File: src/sv/minmod_flux_limited_advection_core_defines.svh
// Assertion macros shared by the advection core.
// Each macro expects signals named clk and rst_n in the scope where it is used.
`ifndef MINMOD_FLUX_LIMITED_ADVECTION_CORE_DEFINES_SVH
`define MINMOD_FLUX_LIMITED_ADVECTION_CORE_DEFINES_SVH

// Same-cycle implication, disabled while reset is held.
`define MFA_ASSERT_NOW(label, ante, cons) \
    label: assert property (@(posedge clk) disable iff (!rst_n) (ante) |-> (cons)) \
        else $error("mfa: same-cycle check failed");

// Next-cycle implication, disabled while reset is held.
`define MFA_ASSERT_NEXT(label, ante, cons) \
    label: assert property (@(posedge clk) disable iff (!rst_n) (ante) |=> (cons)) \
        else $error("mfa: next-cycle check failed");

`endif

File: src/sv/mfa_pkg.sv
// Shared widths, constants and types of the minmod advection core.
// No dependencies.
package mfa_pkg;

    localparam int VALUE_BITS        = 32;
    localparam int COURANT_FRAC_BITS = 16;

    localparam int COURANT_W = COURANT_FRAC_BITS + 2;
    localparam int CMAG_W    = COURANT_FRAC_BITS + 2;
    localparam int FMAG_W    = COURANT_FRAC_BITS + 1;
    localparam int PROD1_W   = FMAG_W + VALUE_BITS;
    localparam int FACE_W    = VALUE_BITS + 2;
    localparam int DMAG_W    = VALUE_BITS + 1;
    localparam int PROD2_W   = CMAG_W + DMAG_W;
    localparam int UPD_W     = PROD2_W - COURANT_FRAC_BITS;
    localparam int NEW_W     = VALUE_BITS + 4;

    localparam int NUM_STAGES = 6;

    // One in the Courant scale, and the rounding halves of both products.
    localparam logic [CMAG_W-1:0]  ONE_C =
        {{(CMAG_W-1){1'b0}}, 1'b1} << COURANT_FRAC_BITS;
    localparam logic [PROD1_W-1:0] HALF1 =
        {{(PROD1_W-1){1'b0}}, 1'b1} << COURANT_FRAC_BITS;
    localparam logic [PROD2_W-1:0] HALF2 =
        {{(PROD2_W-1){1'b0}}, 1'b1} << (COURANT_FRAC_BITS - 1);

    typedef logic [VALUE_BITS-1:0]       value_t;
    typedef logic signed [COURANT_W-1:0] courant_t;

    // Limited slope in sign and magnitude form.
    typedef struct packed {
        logic                  neg;
        logic [VALUE_BITS-1:0] mag;
    } slope_t;

endpackage

File: src/sv/mfa_slope.sv
// Minmod slope of a three-value stencil, in sign and magnitude form.
// Depends on mfa_pkg.
module mfa_slope (
    input  mfa_pkg::value_t x,
    input  mfa_pkg::value_t y,
    input  mfa_pkg::value_t z,
    output mfa_pkg::slope_t slope
);
    import mfa_pkg::*;

    logic signed [VALUE_BITS:0] d1;
    logic signed [VALUE_BITS:0] d2;
    logic signed [VALUE_BITS:0] n1;
    logic signed [VALUE_BITS:0] n2;
    logic [VALUE_BITS-1:0]      m1;
    logic [VALUE_BITS-1:0]      m2;
    logic                       both_pos;
    logic                       both_neg;

    always_comb
    begin
        d1 = $signed({1'b0, y}) - $signed({1'b0, x});
        d2 = $signed({1'b0, z}) - $signed({1'b0, y});
        n1 = -d1;
        n2 = -d2;
        m1 = d1[VALUE_BITS] ? n1[VALUE_BITS-1:0] : d1[VALUE_BITS-1:0];
        m2 = d2[VALUE_BITS] ? n2[VALUE_BITS-1:0] : d2[VALUE_BITS-1:0];
        both_pos = !d1[VALUE_BITS] && (d1 != '0) && !d2[VALUE_BITS] && (d2 != '0);
        both_neg = d1[VALUE_BITS] && d2[VALUE_BITS];

        // The smaller magnitude wins when both differences agree in sign.
        slope.neg = both_neg;
        if (both_pos || both_neg)
        begin
            slope.mag = (m1 < m2) ? m1 : m2;
        end
        else
        begin
            slope.mag = '0;
        end
    end

endmodule

File: config.mk
export PLATFORM = sky130hd
export DESIGN_NAME = mfa_slope
export DESIGN_NICKNAME = d
export VERILOG_FILES = /design/src/sv/minmod_flux_limited_advection_core_defines.svh /design/src/sv/mfa_pkg.sv /design/src/sv/mfa_slope.sv
export SDC_FILE = /design/constraint.sdc
export NUM_CORES = 1
export LEC_CHECK = 0
export ABC_AREA = 1
export BUFFER_PORTS_ARGS = -buffer_cell sky130_fd_sc_hd__buf_4
export CAP_MARGIN = 10
export CELL_PAD_IN_SITES_DETAIL_PLACEMENT = 1
export CELL_PAD_IN_SITES_GLOBAL_PLACEMENT = 2
export CORE_MARGIN = 4
export CORE_UTILIZATION = 29
export DETAILED_ROUTE_END_ITERATION = 16
export PLACE_DENSITY_LB_ADDON = 0.2
export SETUP_SLACK_MARGIN = 0.4
export SLEW_MARGIN = 40
export SYNTH_ARGS = -nofsm -noshare
export SYNTH_HDL_FRONTEND = slang
export SYNTH_SLANG_ARGS = --single-unit
File: constraint.sdc
create_clock -name vclk -period 8.28
set_clock_uncertainty 0.1 [all_clocks]
set_input_delay 1.656 -clock vclk [all_inputs]
set_output_delay 1.656 -clock vclk [all_outputs]
set_load 0.01 [all_outputs]
Word-level counts from Yosys, hierarchy flattened. Index checks and enable logic that the tools add are counted. Widths: inputs -> output; s select.

Word-level logic and storage cells: 18. Output and inout port bits: 33. Flip-flop bits (word level): 0. Input bits: 96.

Reductions and logical operators: 9. Multiplexer cells: 4. $lt $le $gt $ge: 1. $add $sub $neg: 4.

Operators with widths (number): $mux 32 (4); $reduce_bool 33->1 (2); $sub 32x32->33 (2); $neg 32->32 (2); $lt 32x32->1 (1); $logic_and 1x1->1 (4); $logic_not 1->1 (2); $logic_or 1x1->1 (1).

Depth between registers and ports, before layout.
Depth in word-level cells: 7. Depth in mapped cells: 35. Gate-level depth less buffers: 34.

Least setup slack after synthesis. OpenSTA, ideal clock, no wires.

Path kind: input -> output. From: input y[0]. To: output slope[2] in the netlist's numbering. Arrival: 5421 ps. Path slack: 1103 ps. Data required time: 6524 ps. Buffers on the path: 1. Stages: 27. Cell sequence: inv_1 > ha_1 > inv_1 > fa_1 > inv_1 > ha_1 > a21boi_0 > nand3_1 > nor2_1 > nand2_2 > nor2_2 > nand3_2 > nor2_4 > nand3_1 > nand3_1 > nand2_1 > ha_1 > nand2_1 > inv_1 > nand3_1 > nor3_1 > nor4b_1 > nand2_1 > nand2_1 > clkbuf_1 > o21ai_0 > nor2_1.

RTL lines: start: declaration (RTL line mfa_slope.sv:5) `input mfa_pkg::value_t y,`; end: declaration (RTL line mfa_slope.sv:7) `output mfa_pkg::slope_t slope`.

==> impl_metrics.py <==
metrics = {
    "layout": {
        "design_area_um2": 11500,
        "seq_area_um2": 0,
        "final_cells": 2453,
        "area_growth_pct": 28.4,
        "diodes": 0,
        "final_util": 0.378,
        "nets": 2254,
        "final_common_cell": "nand2_1",
        "design.seq.count": 0,
        "clkbuf_count": 0,
        "final_cell_mix": "712 x nand2_1, 413 x inv_1, 157 x buf_4, 139 x nor2_1, 131 x nand3_1",
        "fillers": 4476,
        "multiInputGateArea_um2": 8120,
        "drive_gt1_frac": 0.208,
    },
    "logic_synthesis": {
        "avgSynthCellArea_um2": 4.71,
        "syn_nets": 2106,
        "postSynthCellCount": 1911,
        "ys_seq_area_frac": 0,
        "synthDominantCellAreaShare": 0.321,
        "synth_cell_types": 41,
        "synth_area_leaders": "nand2_1 32%, inv_1 18%, ha_1 13%",
        "synth.cell_area_um2": 9000,
        "yosysWarnings": 0,
        "yosysTopAreaCell": "nand2_1",
    },
    "die": {
        "core_um2": 30600,
        "io_pins": 129,
        "dieArea_um2": 33900,
        "rows": 64,
        "die_w_um": 184,
        "start_util": 0.294,
        "die_h_um": 184,
    },
    "pwr": {
        "p_sw_uw": 953,
        "ir_drop_v": 0.0000875,
        "combPwrFrac": 1.000,
        "p_per_area_nw_per_um2": 133,
        "p_int_uw": 579,
        "power.total_uw": 1530,
        "p_seq_frac": 0,
        "p_leak_uw": 0.00703,
        "switching_share": 0.622,
        "p_clk_frac": 0,
    },
    "routing": {
        "wl_per_cell_um": 16.5,
        "drc_errors": 0,
        "first_pass_iters": 5,
        "dr_total_vias": 11700,
        "vias_per_cell": 4.78,
        "drt_iter0_markers": 538,
        "totalWireLength_mm": 40.4,
        "postRouteAntennaNets": 0,
    },
    "sta": {
        "fin_crit_sh": 0.939,
        "fmax_mhz": 129,
        "rsz0062_at_grt": "yes",
        "relSlewSlack": 0.579,
        "report.final.slew_viol_count": 0,
        "holdWs_ns": 3.81,
        "setup_violations": 0,
        "tightest_slew_ns": 0.626,
        "fin_crit_ns": 7.77,
        "final-hold-violation-count": 0,
    },
    "critical_path": {
        "worst_setup_path_end_kind": "primary output",
        "crit_path_max_fanout": 16,
        "arrival_ns": 6.02,
        "cp-start-kind": "input pin",
        "critPathRequiredTime_ns": 6.52,
        "slowest_delay_ns": 0.45,
        "crit_slowest_cell": "fa_2",
        "path_class": "input pin to primary output",
    },
    "grt": {
        "grt_pass1_vias": 11800,
        "grt_pass1_wl_mm": 61.7,
        "use_met2": 0.397,
        "grt_max_degree": 23,
        "use_met3": 0.00908,
        "grt_use_total": 0.226,
        "overflow": 0,
        "antenna_found_initial": 1,
        "grt_use_met1": 0.313,
        "top_usage_layer": "met2",
    },
    "placed_design": {
        "routabilityCongestion": 0.924,
        "dp.cells": 2428,
        "io_buffers": 129,
        "dp_hpwl_mm": 35.7,
        "placed_area_um2": 10500,
    },
    "worst_hold_path": {
        "hold_class": "input pin to primary output",
        "holdPathStages": 6,
    },
    "run_status": {
        "outcome": "complete, no violations",
    },
    "clock_network": {
        "cts_hold_buf": 0,
    },
    "job": {
        "cap_violations": 0,
    },
}
[through the flow]
stage	setup TNS [ns]	worst slack [ns]
global route	0	0.287
CTS	0	0.418
finish	0	0.507
global placement	0	0.0148
detailed placement	-0.183	-0.0649
floorplan	0	1.10
[power groups by stage]
stage          logic, uW  clock network, uW  registers [uW]
2_1_floorplan        846                  0               0
3_3_place_gp        1280                  0               0
3_5_place_dp        1310                  0               0
4_1_cts             1370                  0               0
5_1_grt             1710                  0               0
6_report            1530                  0               0
[per-layer routing]
layer	wire length (um)	part of all wire
met3	1300	0.032
met5	0	0
met2	18500	0.46
met1	19700	0.49
met4	932	0.023
[Yosys cell counts (2+ instances only)]
cell / number
nor3_1: 14
ha_1: 97
nand4_1: 30
nand2_2: 19
a21o_1: 2
nor2_4: 4
or2_2: 2
fa_1: 2
o221ai_1: 2
nor2_1: 186
nand3_1: 153
nand2_1: 769
nand3_2: 8
o21ai_2: 2
inv_1: 426
o31ai_1: 3
xnor2_1: 2
a21oi_1: 56
o21bai_1: 3
inv_2: 4
buf_4: 3
and2_1: 14
o21ai_0: 35
nor2_2: 10
nor3_2: 2
clkbuf_1: 6
buf_2: 6
nand3b_1: 4
and3_1: 2
xor2_1: 32
buf_6: 3
[logic make-up (layout without fill, tap and decap cells)]
logic type / after synthesis / count (layout) / share of synthesized area
adders and majority gates: 99 / 99 / 0.139
AOI/OAI and AO/OA: 110 / 110 / 0.0683
buffers and inverters: 448 / 594 / 0.191
and+or+nand+nor: 1219 / 1219 / 0.566
xor gates and xnor gates: 35 / 35 / 0.0349
[worst paths after layout]
check | slack [ns] | from | to
worst max-delay path | 0.51 | y[0] | slope[18]
worst min-delay path | 3.81 | y[0] | slope[0]
[critical path, delay by kind of cell]
family                   cells  cell delay (ns)
XOR/XNOR                     1             0.21
buffers and inverters        7             0.76
AND/OR/NAND/NOR             12             1.37
adder cells (fa/ha/maj)      3             0.87
AO/OA/AOI/OAI                7             1.13
[timing repair]
item                       4_1_cts  5_1_grt
pin swaps                       11       47
setup buffers                    5       18
resized for setup               46      213
cloned                           1        1
setup endpoints to repair       32       32
[cell type report]
class                           instances  share of cell area
Multi-Input combinational cell       1463               0.703
Inverter                              430               0.140
Timing Repair Buffer                  164               0.114
Tap cell                              396              0.0429
(Power assumes the default switching activity.)
